### src/rtl/relay_pid_autotuner_top_defines.svh
// ----------------------------------------------------------------------------
// Relay PID autotuner assertion macros
// Shared concurrent assertion wrappers for the autotuner RTL.
// ----------------------------------------------------------------------------
`ifndef RELAY_PID_AUTOTUNER_TOP_DEFINES_SVH
`define RELAY_PID_AUTOTUNER_TOP_DEFINES_SVH
`ifndef SYNTH
// checked outside of reset
`define RPA_ASSERT(lbl, prop) \
	lbl: assert property (@(posedge clk) disable iff (!arst_n) prop) \
		else $error("autotuner assertion failed");
// checked at every edge, reset included
`define RPA_ASSERT_ALWAYS(lbl, prop) \
	lbl: assert property (@(posedge clk) prop) \
		else $error("autotuner assertion failed");
`else
`define RPA_ASSERT(lbl, prop)
`define RPA_ASSERT_ALWAYS(lbl, prop)
`endif
`endif

### src/rtl/rpa_pkg.sv
// ----------------------------------------------------------------------------
// Relay PID autotuner package
// Types, request codes and fixed-point constants shared by the autotuner.
// ----------------------------------------------------------------------------
package rpa_pkg;

	// field widths
	localparam int unsigned TEMP_W   = 15;
	localparam int unsigned TIME_W   = 32;
	localparam int unsigned AMP_W    = 10;
	localparam int unsigned PCT_W    = 7;
	localparam int unsigned KP_W     = 17;
	localparam int unsigned KI_W     = 14;
	localparam int unsigned KD_W     = 17;
	localparam int unsigned REQ_W    = 2;
	localparam int unsigned CFG_IDX_W = 1;
	localparam int unsigned CFG_DAT_W = 15;

	localparam int unsigned QUEUE_DEPTH = 2;

	// request codes
	localparam logic [REQ_W-1:0] REQ_SAMPLE = 2'd0;
	localparam logic [REQ_W-1:0] REQ_START  = 2'd1;
	localparam logic [REQ_W-1:0] REQ_CANCEL = 2'd2;

	// configuration register indexes
	localparam logic [CFG_IDX_W-1:0] CFG_SETPOINT = 1'd0;
	localparam logic [CFG_IDX_W-1:0] CFG_RELAY_D  = 1'd1;

	localparam logic [TEMP_W-1:0] SETPOINT_RST = 15'd3750;
	localparam logic [AMP_W-1:0]  RELAY_D_RST  = 10'd50;

	// timing limits in ms
	localparam logic [TIME_W-1:0] SAFETY_MS  = 32'd5000;
	localparam logic [TIME_W-1:0] TIMEOUT_MS = 32'd1800000;

	// elapsed/18000 as (x * PCT_RECIP) >> PCT_SHIFT, exact for x below 2^21
	localparam int unsigned       PCT_IN_W  = 21;
	localparam int unsigned       PCT_SHIFT = 35;
	localparam logic [20:0]       PCT_RECIP = 21'd1908875;
	localparam logic [PCT_W-1:0]  PCT_CAP   = 7'd95;
	localparam logic [PCT_W-1:0]  PCT_DONE  = 7'd100;

	// gain arithmetic constants (pi = 314159/100000)
	localparam logic [63:0] K_PI     = 64'd314159;
	localparam logic [63:0] K_KP_NUM = 64'd48000000000;
	localparam logic [63:0] K_KI_NUM = 64'd96000000000000;
	localparam logic [63:0] K_KD_NUM = 64'd6000000;

	// gain limits
	localparam logic [63:0] KP_MIN = 64'd100;
	localparam logic [63:0] KP_MAX = 64'd100000;
	localparam logic [63:0] KI_MIN = 64'd10;
	localparam logic [63:0] KI_MAX = 64'd10000;
	localparam logic [63:0] KD_MIN = 64'd100;
	localparam logic [63:0] KD_MAX = 64'd100000;

	typedef enum logic [2:0] {
		PH_CANCELED = 3'd0,
		PH_INIT     = 3'd1,
		PH_PEAK1    = 3'd2,
		PH_PEAK2    = 3'd3,
		PH_FINISHED = 3'd4
	} phase_t;

	// one queued request
	typedef struct packed {
		logic [REQ_W-1:0]         req;
		logic signed [TEMP_W-1:0] temp;
		logic [TIME_W-1:0]        now;
	} item_t;

	typedef enum logic {
		ALU_MUL = 1'b0,
		ALU_DIV = 1'b1
	} alu_op_t;

	// request to the shared serial unit
	typedef struct packed {
		logic        start;
		alu_op_t     op;
		logic [63:0] opa;   // multiplicand or dividend
		logic [63:0] opb;   // multiplier (low 32 bits) or divisor
	} alu_req_t;

	// response of the shared serial unit
	typedef struct packed {
		logic        busy;
		logic        done;
		logic        ovf;   // product reached 2^64
		logic [63:0] res;
	} alu_rsp_t;

	typedef enum logic [3:0] {
		BS_IDLE  = 4'd0,
		BS_DEN   = 4'd1,
		BS_NKP   = 4'd2,
		BS_KP    = 4'd3,
		BS_NKI   = 4'd4,
		BS_DT    = 4'd5,
		BS_KI    = 4'd6,
		BS_N1    = 4'd7,
		BS_NT    = 4'd8,
		BS_KD    = 4'd9,
		BS_WRITE = 4'd10
	} back_state_t;

endpackage

### src/rtl/relay_pid_autotuner_top.sv
// ----------------------------------------------------------------------------
// Relay PID autotuner
// Relay-feedback autotuner with Ziegler-Nichols gain computation.
// ----------------------------------------------------------------------------
// Usage:
//   Requests (start, cancel, timestamped sample) arrive on the in channel;
//   a transfer happens when in_valid is high and in_stall is low. Every
//   request yields exactly one result on the out channel (out_valid/out_stall)
//   carrying heater drive, phase, progress and the current gains.
//   Setpoint and relay amplitude are written on the cfg channel
//   (cfg_valid/cfg_ready, always ready) while no request is in flight.
// Throughput:
//   A request passes a two-entry queue and is executed into the result
//   register; one request per cycle is sustained while results are not
//   stalled and no gain sequence runs. The sample that finds the second peak
//   may run the gain sequence on the shared serial unit (at most six 32-step
//   multiplies and three 64-step divides) before its result is shown.
// Reset: arst_n clears the queue, the result valid flag, tuning phase
//   (canceled), heater, peak detector and gains (zero).
// Stall: a held result blocks the back end; the queue then fills and
//   in_stall rises. Nothing is lost.
// ----------------------------------------------------------------------------
module relay_pid_autotuner_top #(
	parameter int unsigned QDEPTH = rpa_pkg::QUEUE_DEPTH
) (
	input  logic                                 clk,
	input  logic                                 arst_n,
	input  logic                                 in_valid,
	output logic                                 in_stall,
	input  logic [rpa_pkg::REQ_W-1:0]            req_type,
	input  logic signed [rpa_pkg::TEMP_W-1:0]    temp_centi,
	input  logic [rpa_pkg::TIME_W-1:0]           now_ms,
	output logic                                 out_valid,
	input  logic                                 out_stall,
	output logic                                 heater_on,
	output logic [2:0]                           phase,
	output logic [rpa_pkg::PCT_W-1:0]            progress_pct,
	output logic [rpa_pkg::KP_W-1:0]             kp_milli,
	output logic [rpa_pkg::KI_W-1:0]             ki_milli,
	output logic [rpa_pkg::KD_W-1:0]             kd_milli,
	output logic                                 done_res,
	input  logic                                 cfg_valid,
	output logic                                 cfg_ready,
	input  logic [rpa_pkg::CFG_IDX_W-1:0]        cfg_index,
	input  logic [rpa_pkg::CFG_DAT_W-1:0]        cfg_data
);

	logic signed [rpa_pkg::TEMP_W-1:0] setpoint_q;
	logic [rpa_pkg::AMP_W-1:0]         relay_d_q;
	logic                              q_valid;
	logic                              q_pop;
	rpa_pkg::item_t                    q_item;
	rpa_pkg::alu_req_t                 alu_req;
	rpa_pkg::alu_rsp_t                 alu_rsp;

	assign cfg_ready = 1'b1;

	// configuration registers
	always_ff @(posedge clk or negedge arst_n) begin
		if (!arst_n) begin
			setpoint_q <= rpa_pkg::SETPOINT_RST;
			relay_d_q  <= rpa_pkg::RELAY_D_RST;
		end else if (cfg_valid && cfg_ready) begin
			unique case (cfg_index)
				rpa_pkg::CFG_SETPOINT: setpoint_q <= cfg_data;
				rpa_pkg::CFG_RELAY_D:  relay_d_q  <= cfg_data[rpa_pkg::AMP_W-1:0];
				default: begin
				end
			endcase
		end
	end

	rpa_front #(
		.DEPTH(QDEPTH)
	) u_front (
		.clk        (clk),
		.arst_n     (arst_n),
		.in_valid   (in_valid),
		.in_stall   (in_stall),
		.req_type   (req_type),
		.temp_centi (temp_centi),
		.now_ms     (now_ms),
		.q_valid    (q_valid),
		.q_item     (q_item),
		.q_pop      (q_pop)
	);

	rpa_alu u_alu (
		.clk    (clk),
		.arst_n (arst_n),
		.req    (alu_req),
		.rsp    (alu_rsp)
	);

	rpa_back u_back (
		.clk          (clk),
		.arst_n       (arst_n),
		.q_valid      (q_valid),
		.q_item       (q_item),
		.q_pop        (q_pop),
		.setpoint     (setpoint_q),
		.relay_d      (relay_d_q),
		.alu_req      (alu_req),
		.alu_rsp      (alu_rsp),
		.out_valid    (out_valid),
		.out_stall    (out_stall),
		.heater_on    (heater_on),
		.phase        (phase),
		.progress_pct (progress_pct),
		.kp_milli     (kp_milli),
		.ki_milli     (ki_milli),
		.kd_milli     (kd_milli),
		.done_res     (done_res)
	);

endmodule

### src/rtl/rpa_front.sv
// ----------------------------------------------------------------------------
// Autotuner front end
// Takes request transfers into a short queue that the back end drains.
// ----------------------------------------------------------------------------
module rpa_front #(
	parameter int unsigned DEPTH = rpa_pkg::QUEUE_DEPTH
) (
	input  logic                                clk,
	input  logic                                arst_n,
	input  logic                                in_valid,
	output logic                                in_stall,
	input  logic [rpa_pkg::REQ_W-1:0]           req_type,
	input  logic signed [rpa_pkg::TEMP_W-1:0]   temp_centi,
	input  logic [rpa_pkg::TIME_W-1:0]          now_ms,
	output logic                                q_valid,
	output rpa_pkg::item_t                      q_item,
	input  logic                                q_pop
);

	localparam int unsigned PTR_W = (DEPTH > 1) ? $clog2(DEPTH) : 1;
	localparam int unsigned CNT_W = $clog2(DEPTH + 1);
	localparam logic [PTR_W-1:0] PTR_LAST = PTR_W'(DEPTH - 1);
	localparam logic [CNT_W-1:0] CNT_FULL = CNT_W'(DEPTH);

	rpa_pkg::item_t    mem_q [DEPTH];
	logic [PTR_W-1:0]  wr_ptr_q;
	logic [PTR_W-1:0]  rd_ptr_q;
	logic [CNT_W-1:0]  cnt_q;
	logic              push;
	logic              pop;

	assign in_stall = (cnt_q == CNT_FULL);
	assign push     = in_valid && !in_stall;
	assign q_valid  = (cnt_q != '0);
	assign pop      = q_pop && q_valid;
	assign q_item   = mem_q[rd_ptr_q];

	// queue storage
	always_ff @(posedge clk) begin
		if (push) begin
			mem_q[wr_ptr_q] <= '{req: req_type, temp: temp_centi, now: now_ms};
		end
	end

	// pointers and fill count
	always_ff @(posedge clk or negedge arst_n) begin
		if (!arst_n) begin
			wr_ptr_q <= '0;
			rd_ptr_q <= '0;
			cnt_q    <= '0;
		end else begin
			if (push) begin
				wr_ptr_q <= (wr_ptr_q == PTR_LAST) ? '0 : wr_ptr_q + 1'b1;
			end
			if (pop) begin
				rd_ptr_q <= (rd_ptr_q == PTR_LAST) ? '0 : rd_ptr_q + 1'b1;
			end
			if (push && !pop) begin
				cnt_q <= cnt_q + 1'b1;
			end else if (pop && !push) begin
				cnt_q <= cnt_q - 1'b1;
			end
		end
	end

endmodule

### src/rtl/rpa_alu.sv
// ----------------------------------------------------------------------------
// Autotuner serial arithmetic unit
// Shift-add multiply (32 steps) and restoring divide (64 steps), one bit
// per cycle, shared by all gain computations.
// ----------------------------------------------------------------------------
module rpa_alu (
	input  logic               clk,
	input  logic               arst_n,
	input  rpa_pkg::alu_req_t  req,
	output rpa_pkg::alu_rsp_t  rsp
);

	logic              busy_q;
	logic              done_q;
	rpa_pkg::alu_op_t  op_q;
	logic [6:0]        cnt_q;
	logic [79:0]       mcand_q;
	logic [31:0]       mplier_q;
	logic [79:0]       acc_q;
	logic [63:0]       rem_q;
	logic [63:0]       quo_q;
	logic [63:0]       den_q;
	logic [64:0]       trial;
	logic              last;

	assign trial = {rem_q, quo_q[63]};
	assign last  = (op_q == rpa_pkg::ALU_MUL) ? (cnt_q == 7'd31) : (cnt_q == 7'd63);

	// control
	always_ff @(posedge clk or negedge arst_n) begin
		if (!arst_n) begin
			busy_q <= 1'b0;
			done_q <= 1'b0;
			op_q   <= rpa_pkg::ALU_MUL;
			cnt_q  <= '0;
		end else begin
			done_q <= 1'b0;
			if (req.start) begin
				busy_q <= 1'b1;
				op_q   <= req.op;
				cnt_q  <= '0;
			end else if (busy_q) begin
				cnt_q <= cnt_q + 7'd1;
				if (last) begin
					busy_q <= 1'b0;
					done_q <= 1'b1;
				end
			end
		end
	end

	// datapath
	always_ff @(posedge clk) begin
		if (req.start) begin
			mcand_q  <= {16'd0, req.opa};
			mplier_q <= req.opb[31:0];
			acc_q    <= '0;
			quo_q    <= req.opa;
			rem_q    <= '0;
			den_q    <= req.opb;
		end else if (busy_q) begin
			if (op_q == rpa_pkg::ALU_MUL) begin
				if (mplier_q[0]) begin
					acc_q <= acc_q + mcand_q;
				end
				mcand_q  <= {mcand_q[78:0], 1'b0};
				mplier_q <= {1'b0, mplier_q[31:1]};
			end else begin
				if (trial >= {1'b0, den_q}) begin
					rem_q <= 64'(trial - {1'b0, den_q});
					quo_q <= {quo_q[62:0], 1'b1};
				end else begin
					rem_q <= trial[63:0];
					quo_q <= {quo_q[62:0], 1'b0};
				end
			end
		end
	end

	assign rsp.busy = busy_q;
	assign rsp.done = done_q;
	assign rsp.ovf  = (op_q == rpa_pkg::ALU_MUL) && (acc_q[79:64] != '0);
	assign rsp.res  = (op_q == rpa_pkg::ALU_MUL) ? acc_q[63:0] : quo_q;

endmodule

### src/rtl/rpa_back.sv
// ----------------------------------------------------------------------------
// Autotuner back end
// Executes queued requests: heater control, timeout, peak detection and the
// gain sequence on the serial unit. Holds the result register.
// ----------------------------------------------------------------------------
`include "relay_pid_autotuner_top_defines.svh"

module rpa_back (
	input  logic                              clk,
	input  logic                              arst_n,
	input  logic                              q_valid,
	input  rpa_pkg::item_t                    q_item,
	output logic                              q_pop,
	input  logic signed [rpa_pkg::TEMP_W-1:0] setpoint,
	input  logic [rpa_pkg::AMP_W-1:0]         relay_d,
	output rpa_pkg::alu_req_t                 alu_req,
	input  rpa_pkg::alu_rsp_t                 alu_rsp,
	output logic                              out_valid,
	input  logic                              out_stall,
	output logic                              heater_on,
	output logic [2:0]                        phase,
	output logic [rpa_pkg::PCT_W-1:0]         progress_pct,
	output logic [rpa_pkg::KP_W-1:0]          kp_milli,
	output logic [rpa_pkg::KI_W-1:0]          ki_milli,
	output logic [rpa_pkg::KD_W-1:0]          kd_milli,
	output logic                              done_res
);

	// architectural state
	rpa_pkg::back_state_t         state_q, state_n;
	rpa_pkg::phase_t              phase_q, phase_n;
	logic                         heater_q, heater_n;
	logic signed [17:0]           fpk_temp_q, fpk_temp_n;
	logic [31:0]                  fpk_time_q, fpk_time_n;
	logic [31:0]                  start_q, start_n;
	logic [31:0]                  safety_q, safety_n;
	logic signed [17:0]           prev_temp_q, prev_temp_n;
	logic                         rising_q, rising_n;
	logic signed [17:0]           prev_ch_q, prev_ch_n;
	logic [2:0]                   steady_q, steady_n;
	logic [rpa_pkg::PCT_W-1:0]    progress_q, progress_n;
	logic [rpa_pkg::KP_W-1:0]     kp_q, kp_n;
	logic [rpa_pkg::KI_W-1:0]     ki_q, ki_n;
	logic [rpa_pkg::KD_W-1:0]     kd_q, kd_n;

	// gain sequence operands
	logic [16:0]                  a2_q;
	logic [31:0]                  tper_q;
	logic [63:0]                  den_q;
	logic [63:0]                  num_q;
	logic [63:0]                  prod_q;
	logic                         issued_q;
	logic                         calc_go;

	// result register
	logic                         out_valid_q;
	logic                         out_heater_q;
	logic [2:0]                   out_phase_q;
	logic [rpa_pkg::PCT_W-1:0]    out_pct_q;
	logic [rpa_pkg::KP_W-1:0]     out_kp_q;
	logic [rpa_pkg::KI_W-1:0]     out_ki_q;
	logic [rpa_pkg::KD_W-1:0]     out_kd_q;

	logic                         slot_free;
	logic                         pop;
	logic                         load_pop;
	logic                         load_wr;
	logic                         calc_state;

	// item fields, widened
	logic signed [17:0]           t;
	logic signed [17:0]           sp;
	logic [31:0]                  now;
	logic [31:0]                  elapsed;
	logic [41:0]                  pct_prod;
	logic [rpa_pkg::PCT_W-1:0]    pct;
	logic signed [17:0]           a2;
	logic [31:0]                  tper;

	// peak detector results
	logic signed [17:0]           ch;
	logic                         pk_hit;
	logic                         pk_rising;
	logic signed [17:0]           pk_ch;
	logic [2:0]                   pk_steady;
	logic [2:0]                   sc_inc;

	assign t   = 18'(q_item.temp);
	assign sp  = 18'(setpoint);
	assign now = q_item.now;

	assign slot_free = !out_valid_q || !out_stall;
	assign pop       = (state_q == rpa_pkg::BS_IDLE) && q_valid && slot_free;
	assign q_pop     = pop;
	assign load_pop  = pop && !calc_go;
	assign load_wr   = (state_q == rpa_pkg::BS_WRITE) && slot_free;

	// progress from elapsed time by reciprocal multiply
	assign elapsed  = now - start_q;
	assign pct_prod = 42'(elapsed[20:0]) * 42'(rpa_pkg::PCT_RECIP);
	assign pct      = pct_prod[41:35];

	assign a2   = fpk_temp_q + t - (sp <<< 1);
	assign tper = now - fpk_time_q;

	// direction and steady-count peak detector
	always_comb begin
		ch        = t - prev_temp_q;
		pk_hit    = 1'b0;
		pk_rising = rising_q;
		pk_ch     = ch;
		pk_steady = steady_q;
		sc_inc    = (steady_q < 3'd7) ? steady_q + 3'd1 : steady_q;
		if (rising_q && ch < -18'sd5) begin
			pk_rising = 1'b0;
			pk_steady = '0;
			if (prev_ch_q > 18'sd0) begin
				pk_hit = 1'b1;
				pk_ch  = prev_ch_q;
			end
		end else if (!rising_q && ch > 18'sd5) begin
			pk_rising = 1'b1;
			pk_steady = '0;
		end else if (ch > -18'sd3 && ch < 18'sd3) begin
			pk_steady = sc_inc;
			if (sc_inc > 3'd5) begin
				if (rising_q && prev_ch_q < 18'sd0) begin
					pk_rising = 1'b0;
					pk_steady = '0;
					pk_hit    = 1'b1;
					pk_ch     = prev_ch_q;
				end else if (!rising_q && prev_ch_q > 18'sd0) begin
					pk_rising = 1'b1;
					pk_steady = '0;
				end
			end
		end else begin
			pk_steady = '0;
		end
	end

	// request execution
	always_comb begin
		phase_n     = phase_q;
		heater_n    = heater_q;
		fpk_temp_n  = fpk_temp_q;
		fpk_time_n  = fpk_time_q;
		start_n     = start_q;
		safety_n    = safety_q;
		prev_temp_n = prev_temp_q;
		rising_n    = rising_q;
		prev_ch_n   = prev_ch_q;
		steady_n    = steady_q;
		progress_n  = progress_q;
		kp_n        = kp_q;
		ki_n        = ki_q;
		kd_n        = kd_q;
		calc_go     = 1'b0;
		unique case (q_item.req)
			rpa_pkg::REQ_START: begin
				phase_n     = rpa_pkg::PH_INIT;
				start_n     = now;
				safety_n    = now;
				prev_temp_n = t;
				progress_n  = '0;
				heater_n    = 1'b1;
			end
			rpa_pkg::REQ_CANCEL: begin
				phase_n    = rpa_pkg::PH_CANCELED;
				progress_n = '0;
			end
			rpa_pkg::REQ_SAMPLE: begin
				if (phase_q != rpa_pkg::PH_CANCELED && phase_q != rpa_pkg::PH_FINISHED) begin
					// periodic safety check
					if ((now - safety_q) > rpa_pkg::SAFETY_MS) begin
						safety_n = now;
						if (t >= sp + 18'sd200) heater_n = 1'b0;
						if (t <= sp - 18'sd500) heater_n = 1'b1;
					end
					if (elapsed > rpa_pkg::TIMEOUT_MS) begin
						phase_n    = rpa_pkg::PH_CANCELED;
						progress_n = '0;
					end else begin
						progress_n  = (pct > rpa_pkg::PCT_CAP) ? rpa_pkg::PCT_CAP : pct;
						prev_temp_n = t;
						if (phase_q == rpa_pkg::PH_INIT) begin
							if (t >= sp + 18'sd50) begin
								heater_n = 1'b0;
								phase_n  = rpa_pkg::PH_PEAK1;
							end
						end else begin
							rising_n  = pk_rising;
							prev_ch_n = pk_ch;
							steady_n  = pk_steady;
							if (pk_hit) begin
								if (phase_q == rpa_pkg::PH_PEAK1) begin
									fpk_temp_n = t;
									fpk_time_n = now;
									phase_n    = rpa_pkg::PH_PEAK2;
								end else begin
									phase_n    = rpa_pkg::PH_FINISHED;
									progress_n = rpa_pkg::PCT_DONE;
									// degenerate amplitudes settle at once
									if (relay_d == '0 || a2 < 18'sd0) begin
										kp_n = rpa_pkg::KP_W'(rpa_pkg::KP_MIN);
										ki_n = rpa_pkg::KI_W'(rpa_pkg::KI_MIN);
										kd_n = rpa_pkg::KD_W'(rpa_pkg::KD_MIN);
									end else if (a2 == 18'sd0) begin
										kp_n = rpa_pkg::KP_W'(rpa_pkg::KP_MAX);
										ki_n = rpa_pkg::KI_W'(rpa_pkg::KI_MAX);
										kd_n = (tper != '0) ? rpa_pkg::KD_W'(rpa_pkg::KD_MAX)
										                    : rpa_pkg::KD_W'(rpa_pkg::KD_MIN);
									end else begin
										calc_go = 1'b1;
									end
								end
							end
							// hysteresis around the setpoint
							if (t <= sp - 18'sd50) heater_n = 1'b1;
							else if (t >= sp + 18'sd50) heater_n = 1'b0;
						end
					end
				end
			end
			default: begin
			end
		endcase
	end

	// sequencer next state
	always_comb begin
		state_n = state_q;
		unique case (state_q)
			rpa_pkg::BS_IDLE:  if (pop && calc_go) state_n = rpa_pkg::BS_DEN;
			rpa_pkg::BS_DEN:   if (alu_rsp.done) state_n = rpa_pkg::BS_NKP;
			rpa_pkg::BS_NKP:   if (alu_rsp.done) state_n = rpa_pkg::BS_KP;
			rpa_pkg::BS_KP: begin
				if (alu_rsp.done) begin
					state_n = (tper_q == '0) ? rpa_pkg::BS_N1 : rpa_pkg::BS_NKI;
				end
			end
			rpa_pkg::BS_NKI:   if (alu_rsp.done) state_n = rpa_pkg::BS_DT;
			rpa_pkg::BS_DT: begin
				if (alu_rsp.done) begin
					state_n = alu_rsp.ovf ? rpa_pkg::BS_N1 : rpa_pkg::BS_KI;
				end
			end
			rpa_pkg::BS_KI:    if (alu_rsp.done) state_n = rpa_pkg::BS_N1;
			rpa_pkg::BS_N1:    if (alu_rsp.done) state_n = rpa_pkg::BS_NT;
			rpa_pkg::BS_NT: begin
				if (alu_rsp.done) begin
					state_n = alu_rsp.ovf ? rpa_pkg::BS_WRITE : rpa_pkg::BS_KD;
				end
			end
			rpa_pkg::BS_KD:    if (alu_rsp.done) state_n = rpa_pkg::BS_WRITE;
			rpa_pkg::BS_WRITE: if (slot_free) state_n = rpa_pkg::BS_IDLE;
			default:           state_n = rpa_pkg::BS_IDLE;
		endcase
	end

	// sequencer outputs: operands for the serial unit
	always_comb begin
		calc_state  = 1'b1;
		alu_req.op  = rpa_pkg::ALU_MUL;
		alu_req.opa = '0;
		alu_req.opb = '0;
		unique case (state_q)
			rpa_pkg::BS_DEN: begin
				alu_req.opa = rpa_pkg::K_PI;
				alu_req.opb = 64'(a2_q);
			end
			rpa_pkg::BS_NKP: begin
				alu_req.opa = rpa_pkg::K_KP_NUM;
				alu_req.opb = 64'(relay_d);
			end
			rpa_pkg::BS_KP: begin
				alu_req.op  = rpa_pkg::ALU_DIV;
				alu_req.opa = num_q;
				alu_req.opb = den_q;
			end
			rpa_pkg::BS_NKI: begin
				alu_req.opa = rpa_pkg::K_KI_NUM;
				alu_req.opb = 64'(relay_d);
			end
			rpa_pkg::BS_DT: begin
				alu_req.opa = den_q;
				alu_req.opb = 64'(tper_q);
			end
			rpa_pkg::BS_KI: begin
				alu_req.op  = rpa_pkg::ALU_DIV;
				alu_req.opa = num_q;
				alu_req.opb = prod_q;
			end
			rpa_pkg::BS_N1: begin
				alu_req.opa = rpa_pkg::K_KD_NUM;
				alu_req.opb = 64'(relay_d);
			end
			rpa_pkg::BS_NT: begin
				alu_req.opa = prod_q;
				alu_req.opb = 64'(tper_q);
			end
			rpa_pkg::BS_KD: begin
				alu_req.op  = rpa_pkg::ALU_DIV;
				alu_req.opa = num_q;
				alu_req.opb = den_q;
			end
			default: calc_state = 1'b0;
		endcase
		alu_req.start = calc_state && !issued_q;
	end

	// control and architectural registers
	always_ff @(posedge clk or negedge arst_n) begin
		if (!arst_n) begin
			state_q     <= rpa_pkg::BS_IDLE;
			phase_q     <= rpa_pkg::PH_CANCELED;
			heater_q    <= 1'b0;
			fpk_temp_q  <= '0;
			fpk_time_q  <= '0;
			start_q     <= '0;
			safety_q    <= '0;
			prev_temp_q <= '0;
			rising_q    <= 1'b1;
			prev_ch_q   <= '0;
			steady_q    <= '0;
			progress_q  <= '0;
			kp_q        <= '0;
			ki_q        <= '0;
			kd_q        <= '0;
			issued_q    <= 1'b0;
			out_valid_q <= 1'b0;
		end else begin
			state_q <= state_n;
			if (alu_rsp.done) begin
				issued_q <= 1'b0;
			end else if (alu_req.start) begin
				issued_q <= 1'b1;
			end
			if (pop) begin
				phase_q     <= phase_n;
				heater_q    <= heater_n;
				fpk_temp_q  <= fpk_temp_n;
				fpk_time_q  <= fpk_time_n;
				start_q     <= start_n;
				safety_q    <= safety_n;
				prev_temp_q <= prev_temp_n;
				rising_q    <= rising_n;
				prev_ch_q   <= prev_ch_n;
				steady_q    <= steady_n;
				progress_q  <= progress_n;
				kp_q        <= kp_n;
				ki_q        <= ki_n;
				kd_q        <= kd_n;
			end else if (alu_rsp.done) begin
				// clamp each quotient as it lands
				unique case (state_q)
					rpa_pkg::BS_KP: begin
						kp_q <= (alu_rsp.res < rpa_pkg::KP_MIN) ? rpa_pkg::KP_W'(rpa_pkg::KP_MIN) :
						        (alu_rsp.res > rpa_pkg::KP_MAX) ? rpa_pkg::KP_W'(rpa_pkg::KP_MAX) :
						        alu_rsp.res[rpa_pkg::KP_W-1:0];
						if (tper_q == '0) ki_q <= rpa_pkg::KI_W'(rpa_pkg::KI_MAX);
					end
					rpa_pkg::BS_DT: begin
						if (alu_rsp.ovf) ki_q <= rpa_pkg::KI_W'(rpa_pkg::KI_MIN);
					end
					rpa_pkg::BS_KI: begin
						ki_q <= (alu_rsp.res < rpa_pkg::KI_MIN) ? rpa_pkg::KI_W'(rpa_pkg::KI_MIN) :
						        (alu_rsp.res > rpa_pkg::KI_MAX) ? rpa_pkg::KI_W'(rpa_pkg::KI_MAX) :
						        alu_rsp.res[rpa_pkg::KI_W-1:0];
					end
					rpa_pkg::BS_NT: begin
						if (alu_rsp.ovf) kd_q <= rpa_pkg::KD_W'(rpa_pkg::KD_MAX);
					end
					rpa_pkg::BS_KD: begin
						kd_q <= (alu_rsp.res < rpa_pkg::KD_MIN) ? rpa_pkg::KD_W'(rpa_pkg::KD_MIN) :
						        (alu_rsp.res > rpa_pkg::KD_MAX) ? rpa_pkg::KD_W'(rpa_pkg::KD_MAX) :
						        alu_rsp.res[rpa_pkg::KD_W-1:0];
					end
					default: begin
					end
				endcase
			end
			if (load_pop || load_wr) begin
				out_valid_q <= 1'b1;
			end else if (!out_stall) begin
				out_valid_q <= 1'b0;
			end
		end
	end

	// gain sequence operand registers
	always_ff @(posedge clk) begin
		if (pop && calc_go) begin
			a2_q   <= a2[16:0];
			tper_q <= tper;
		end
		if (alu_rsp.done) begin
			unique case (state_q)
				rpa_pkg::BS_DEN: den_q  <= alu_rsp.res;
				rpa_pkg::BS_NKP: num_q  <= alu_rsp.res;
				rpa_pkg::BS_NKI: num_q  <= alu_rsp.res;
				rpa_pkg::BS_DT:  prod_q <= alu_rsp.res;
				rpa_pkg::BS_N1:  prod_q <= alu_rsp.res;
				rpa_pkg::BS_NT:  num_q  <= alu_rsp.res;
				default: begin
				end
			endcase
		end
	end

	// result payload
	always_ff @(posedge clk) begin
		if (load_pop) begin
			out_heater_q <= heater_n;
			out_phase_q  <= phase_n;
			out_pct_q    <= progress_n;
			out_kp_q     <= kp_n;
			out_ki_q     <= ki_n;
			out_kd_q     <= kd_n;
		end else if (load_wr) begin
			out_heater_q <= heater_q;
			out_phase_q  <= phase_q;
			out_pct_q    <= progress_q;
			out_kp_q     <= kp_q;
			out_ki_q     <= ki_q;
			out_kd_q     <= kd_q;
		end
	end

	assign out_valid    = out_valid_q;
	assign heater_on    = out_heater_q;
	assign phase        = out_phase_q;
	assign progress_pct = out_pct_q;
	assign kp_milli     = out_kp_q;
	assign ki_milli     = out_ki_q;
	assign kd_milli     = out_kd_q;
	assign done_res     = (out_phase_q == rpa_pkg::PH_FINISHED);

	// a new operation is never issued on top of a running one
	`RPA_ASSERT(a_alu_idle_start, alu_req.start |-> !alu_rsp.busy)
	// a request is only taken when the result register can receive it
	`RPA_ASSERT(a_pop_slot, q_pop |-> (!out_valid_q || !out_stall))
	// the gain sequence only runs after the second peak
	`RPA_ASSERT(a_calc_finished, calc_state |-> (phase_q == rpa_pkg::PH_FINISHED))
	// progress never exceeds one hundred percent
	`RPA_ASSERT_ALWAYS(a_progress_range, progress_q <= rpa_pkg::PCT_DONE)

endmodule

### config.mk
export PLATFORM = sky130hd
export DESIGN_NAME = relay_pid_autotuner_top
export DESIGN_NICKNAME = d
export VERILOG_FILES = /design/src/rtl/rpa_pkg.sv /design/src/rtl/relay_pid_autotuner_top.sv /design/src/rtl/rpa_front.sv /design/src/rtl/rpa_alu.sv /design/src/rtl/rpa_back.sv
export VERILOG_INCLUDE_DIRS = /design/src /design/src/rtl
export SDC_FILE = /design/constraint.sdc
export NUM_CORES = 2
export LEC_CHECK = 0
export ABC_AREA = 1
export BUFFER_PORTS_ARGS = -buffer_cell sky130_fd_sc_hd__buf_2
export CAP_MARGIN = 15
export CORE_ASPECT_RATIO = 0.7
export CORE_UTILIZATION = 40
export CTS_CLUSTER_DIAMETER = 50
export CTS_CLUSTER_SIZE = 25
export DETAILED_ROUTE_END_ITERATION = 8
export PLACE_DENSITY = 0.64
export SLEW_MARGIN = 20
export SYNTH_ARGS = -nofsm -noshare
export SYNTH_HDL_FRONTEND = slang
export SYNTH_SLANG_ARGS = --single-unit
### constraint.sdc
create_clock -name clk -period 13.37 [get_ports clk]
set_input_delay 2.0055 -clock clk [delete_from_list [all_inputs] [get_ports clk]]
set_output_delay 2.0055 -clock clk [all_outputs]
set_load 0.03 [all_outputs]
Yosys cells after proc, flatten, opt, wreduce, memory -nomap -nowiden:

Memory sizes are Yosys's and may differ from the RTL's.
Index checks and enable logic that the tools add are counted.

* eq/ne operators: 40
* $add $sub $neg: 18
* multipliers: 1
* divide/modulo/power cells: 0
* bitwise operators: 4
* shift-type cells: 0
* reductions and logical operators: 77
* $lt $le $gt $ge: 21
* multiplexer cells: 164

Operators with widths (count)
* case mux 128 bit (8 select lines): 1
* 2-to-1 mux 64 bit: 8
* 2-to-1 mux 17 bit: 29
* 2-to-1 mux 14 bit: 16
* 2-to-1 mux 32 bit: 5
* 2-to-1 mux 18 bit: 8
* subtractor 32 bit: 3
* adder 80 bit: 1
* 2-to-1 mux 7 bit: 10
* >= comparator 65 x 64 -> 1 bit: 1
* > comparator 64 x 14 -> 1 bit, second input constant: 1
* > comparator 64 x 17 -> 1 bit, second input constant: 1
* < comparator 64 x 4 -> 1 bit, second input constant: 1
* < comparator 64 x 7 -> 1 bit, second input constant: 1
* case mux 32 bit (2 select lines): 1
* subtractor 64 bit: 1
* 2-to-1 mux 1 bit: 49
* 2-to-1 mux 3 bit: 15
* 2-to-1 mux 4 bit: 11
* case mux 4 bit (11 select lines): 1
* multiplier 21 x 21 -> 42 bit, second input constant: 1
* case mux 14 bit (3 select lines): 1
* < comparator 18 x 1 -> 1 bit, second input constant: 2
* case mux 18 bit (2 select lines): 1
* other kinds (69): 156

* bits in read-only memories: 0
* bits of input ports: 70
* memories kept: 1
* logic and storage cells: 370
* bits in registers: 939
* bits in writable memories: 98
* bits in latches: 0

Memories
* u_front.mem_q: depth 2, width 49, read ports 1, clocked after Yosys merged registers in 0, write ports 1, RTL line rpa_front.sv:25 `rpa_pkg::item_t mem_q [DEPTH];`

Logic depth before layout (Yosys ltp):

* depth in word-level cells: 16
* gate-level depth with buffers: 51
* gate-level depth less buffers: 49

Hierarchy:

A second synthesis with hierarchy kept.

* cells, all modules: 10300
* area, all modules: 74994.4 sq um

Modules (own cells, without submodules)
* rpa_back: area each 41888.9 sq um, seq. area each 14340.0 sq um, cells an instance 5562, times used 1
* rpa_alu: area each 28228.3 sq um, seq. area each 10179.8 sq um, cells an instance 4339, times used 1
* rpa_front: area each 3852.4 sq um, seq. area each 3042.9 sq um, cells an instance 288, times used 1
* relay_pid_autotuner_top: area each 1024.7 sq um, seq. area each 638.1 sq um, cells an instance 111, times used 1

Worst setup path after synthesis:

Ideal clock, no wire load.

* path kind: reg2reg
* start: register u_front.rd_ptr_q
* end: register u_back.a2_q[0], enable pin
* data required time: 12793 ps
* setup time: 577 ps
* arrival: 8887 ps
* stages on the path, launching flop included: 22
* setup slack: 3906 ps
* cell sequence: dfrtp_1 -> inv_2 -> buf_2 -> clkbuf_1 -> or2_2 -> o21ai_0 -> inv_1 -> fa_1 -> nand3_1 -> nand3_1 -> nand2_1 -> nand2_1 -> xor2_1 -> ha_1 -> nand4_1 -> or2_2 -> nor2_1 -> a21oi_1 -> nand2_4 -> nor3b_4 -> nand2_1 -> nor4_1

RTL lines
* from (decl): RTL line rpa_front.sv:27 `logic [PTR_W-1:0] rd_ptr_q;`
* from (signal assigned): RTL line rpa_front.sv:56 `rd_ptr_q <= (rd_ptr_q == PTR_LAST) ? '0 : rd_ptr_q + 1'b1;`
* to (signal assigned): RTL line rpa_back.sv:394 `a2_q <= a2[16:0];`
* to (decl): RTL line rpa_back.sv:47 `logic [16:0] a2_q;`

==> impl.org <==
** Status
- Run status :: finished, final reports clean

** Setup path
- Type of element capturing the critical path :: flop
- Start-to-end type of the worst setup path :: flop to flop
- Reg2Reg Launch Point :: u_front.rd_ptr_q
- Critical-path top delay cell :: sky130_fd_sc_hd__xor2_1
- Cell count of the worst reg-to-reg path :: 36
- Critical Path Start Type :: flop
- Data on the critical path is required at its endpoint by 13970 ps.
- Worst flop-to-flop path endpoint :: u_back.progress_pct[1]
- Worst EP arrival :: 10070 ps
- Maximum fanout along the worst path :: 51
- Across all register-to-register paths, the minimum setup slack is 3910 ps.
- For this run, the slowest stage of the critical path takes 860 ps.

** Global routing
- Vias in the first global route :: 58.3k
- Pin count of the biggest net entering global routing :: 106
- The total overflow left after global routing is 0.
- First-pass GRT wire length :: 354000 um
- Across every metal layer, demand over resource in global routing totals 0.252.
- Initial antenna violation count :: 6

** Route
- Wire length reported by the detailed router :: 232000 um
- Sum of routed wire segments on met1 :: 117000 um
- Met3 wire len :: 18200 um
- Total number of vias :: 62.9k
- Number of DRC markers after the initial detailed-route iteration :: 7021
- In the routed design, unresolved DRC markers number 0.
- In this run the remaining antenna-violating nets after routing total 0.
- Initial DRT Pass Iterations :: 6
- Using the TritonRoute via totals, the vias-per-cell ratio works out to 5.35.
- Metal2 WL :: 92700 um
- Wire per inst :: 19.7 um
- The highest layer touched by signal routing is met5.

** Job
- Count of max-cap constraint violations :: 0

** Synth
- Number of synthesized flops with an enable pin :: 622
- Net count after synthesis :: 9968
- Netlist Area Pre-Place :: 71800 um2
- Synthesized netlist cell count :: 9251
- Yosys warns :: 0
- Number of register bits inferred by synthesis :: 1034
- Each instance of the synthesized netlist takes up on average 7.76 um2.
- Seq/Total Area, Yosys :: 0.393
- Number of distinct library cells after synthesis :: 82
- Dominant synthesized flop cell :: sky130_fd_sc_hd__edfxtp_1
- FFs w/ async S/R, synth :: 0.244

** STA
- Between clock sinks in the finished design, the worst skew comes to 46.1 ps.
- In this run the tightest slew margin relative to its limit is 0.156.
- Setup slack closes at 3910 ps.
- Hold Fails Final Rpt :: 0
- Fin crit share :: 0.708
- # setup viols final :: 0
- Transition time at the pin with the least slew margin :: 1250 ps
- Setup tns final :: 0 ps
- The number of pins with negative max-slew slack in the final report came to 0.
- Unrepaired setup endpoints after global routing :: false
- Highest clock frequency the design can meet :: 106 MHz
- The routed design could run at a clock period as short as 9460 ps.

** Clock tree
- Count of instances resized after the clock tree is built :: 0
- The H-tree was split into 3 levels.
- The tree built by TritonCTS fans out to 1034 sinks.
- Buffer cell driving the clock tree root :: sky130_fd_sc_hd__clkbuf_16
- CTS Buf Count :: 92
- TritonCTS clock tree :: built
- Clock-pin slew was measured on the worst setup and hold paths at 80 ps.
- In this run, post-CTS hold repair placed 0 buffers.
- Post-CTS Repair Setup Buffers :: 0
- Clk Latency, worst-skew pair :: 750 ps
- Clock Tree Buf Depth :: 3

** Worst hold path
- In this run the worst hold path is classified as flop to flop.
- The startpoint identified for the worst hold timing path is u_alu.rem_q[40].
- Hold Path Depth :: 2
- The worst hold path terminates at u_alu.rem_q[40].

** Final layout
- From synthesis to final layout, the design area changed by 9.36%.
- At the end of the flow the core is filled with cells to 0.442.
- Highest-count cells in the layout ignoring fill and taps :: sky130_fd_sc_hd__nand2_1 (2324), sky130_fd_sc_hd__inv_1 (1555), sky130_fd_sc_hd__nor2_1 (763)
- Most common library cell in the layout ignoring fill and taps :: sky130_fd_sc_hd__nand2_1
- Proportion of layout cells with a drive suffix above 1 :: 0.0624
- Number of diodes added for antenna fixing :: 0
- At the end of the flow, the number of nets in the layout was 10.0k.

** Die
- Initial core utilization :: 0.405
- In this run the horizontal extent of the chip is 508 um.
- Top-Level Pins :: 133
- Standard-cell rows :: 129
- The region available for standard cell placement spans 177000 um2.
- Height of the die :: 356 um
- The die covers 181000 um2.

** Placement
- At the placement stage, the worst setup path has a slack of 3900 ps.
- Final Wtd Congestion :: 1.02
- During placement, the flow inserted port buffers numbering 131.
- Placed wire-length estimate :: 185000 um
==> area by class of cell <==
class                   instances  area (um2)
clock buffers                 104        2430
clock inverters                70         980
fillers                     17777       98900
inverters                    1584        5960
multi-input cells            6416       36800
flip-flops and latches       1034       28200
well taps                    2358        2950
repair buffers                198        1190
==> worst max-delay path by stage <==
stage,depth (start not counted),startpoint,to
after floorplan,21,u_front.rd_ptr_q,u_back.a2_q[0]
after global placement,36,u_front.rd_ptr_q,u_back.progress_pct[1]
after detailed placement,39,u_front.rd_ptr_q,u_back.progress_pct[5]
after CTS,36,u_front.rd_ptr_q,u_back.progress_pct[1]
after global routing,36,u_front.rd_ptr_q,u_back.progress_pct[0]
final,36,u_front.rd_ptr_q,u_back.progress_pct[1]
==> registers in the layout (all words and copies together), names as in the netlist, 64 cells and up <==
signal	count
u_alu.den_q	64
u_back.num_q	64
u_alu.quo_q	64
u_back.den_q	64
u_alu.mcand_q	80
u_back.prod_q	64
u_alu.rem_q	64
u_alu.acc_q	80
u_front.mem_q	98
==> cell families after synthesis <==
family | Yosys count | synth area share
AO/OA/AOI/OAI | 1730 | 0.139
other | 1 | 0.0000523
multiplexers | 1 | 0.000139
flip-flops | 1034 | 0.393
buffers and inverters | 1801 | 0.0964
XOR/XNOR | 224 | 0.0274
AND/OR/NAND/NOR | 3813 | 0.220
adder cells (fa/ha/maj) | 647 | 0.124
==> layer usage <==
| layer | vias up | GRT usage |
|---|---|---|
| met5 | - | 0 |
| met4 | 4 | 0.0477 |
| met3 | 213 | 0.0394 |
| met2 | 2266 | 0.355 |
| met1 | 29957 | 0.402 |
| li1 | 30465 | - |
==> worst max-delay path, delay by kind of cell, from the launching register on <==
family	cells	cell delay [ps]
adders and majority gates	8	4030
buffers and inverters	10	1600
and+or+nand+nor	11	1510
xor gates and xnor gates	2	1170
AOI/OAI and AO/OA	5	630
DFF	1	330
==> synth_stat cells, drive strengths merged (67+ instances only) <==
library cell	instances	share of area
nand2	2359	0.12
a21oi	522	0.037
o21ai	749	0.055
xor2	144	0.018
dfrtp	241	0.084
inv	1577	0.083
a31oi	87	0.0076
nor3	87	0.0067
nand3	344	0.025
xnor2	80	0.0098
ha	541	0.094
clkbuf	163	0.0085
nand4	99	0.0092
nor2	789	0.042
edfxtp	622	0.26
o21bai	67	0.0070
fa	106	0.030
dfxtp	160	0.045
o211ai	67	0.0070
==> stage by stage <==
| step | instance area [um2] | instances | hold slack, ps |
|---|---|---|---|
| after floorplan | 71800 | 9251 | 437 |
| after global placement | 75000 | 11589 | 460 |
| after detailed placement | 75000 | 11589 | 463 |
| after CTS | 78400 | 11763 | 475 |
| after global routing | 78500 | 11764 | 500 |
| final | 78500 | 11764 | 472 |
Power is left out: the tool's default activity adds up to more than one toggle a clock period on the data nets, which glitch-free logic cannot reach.
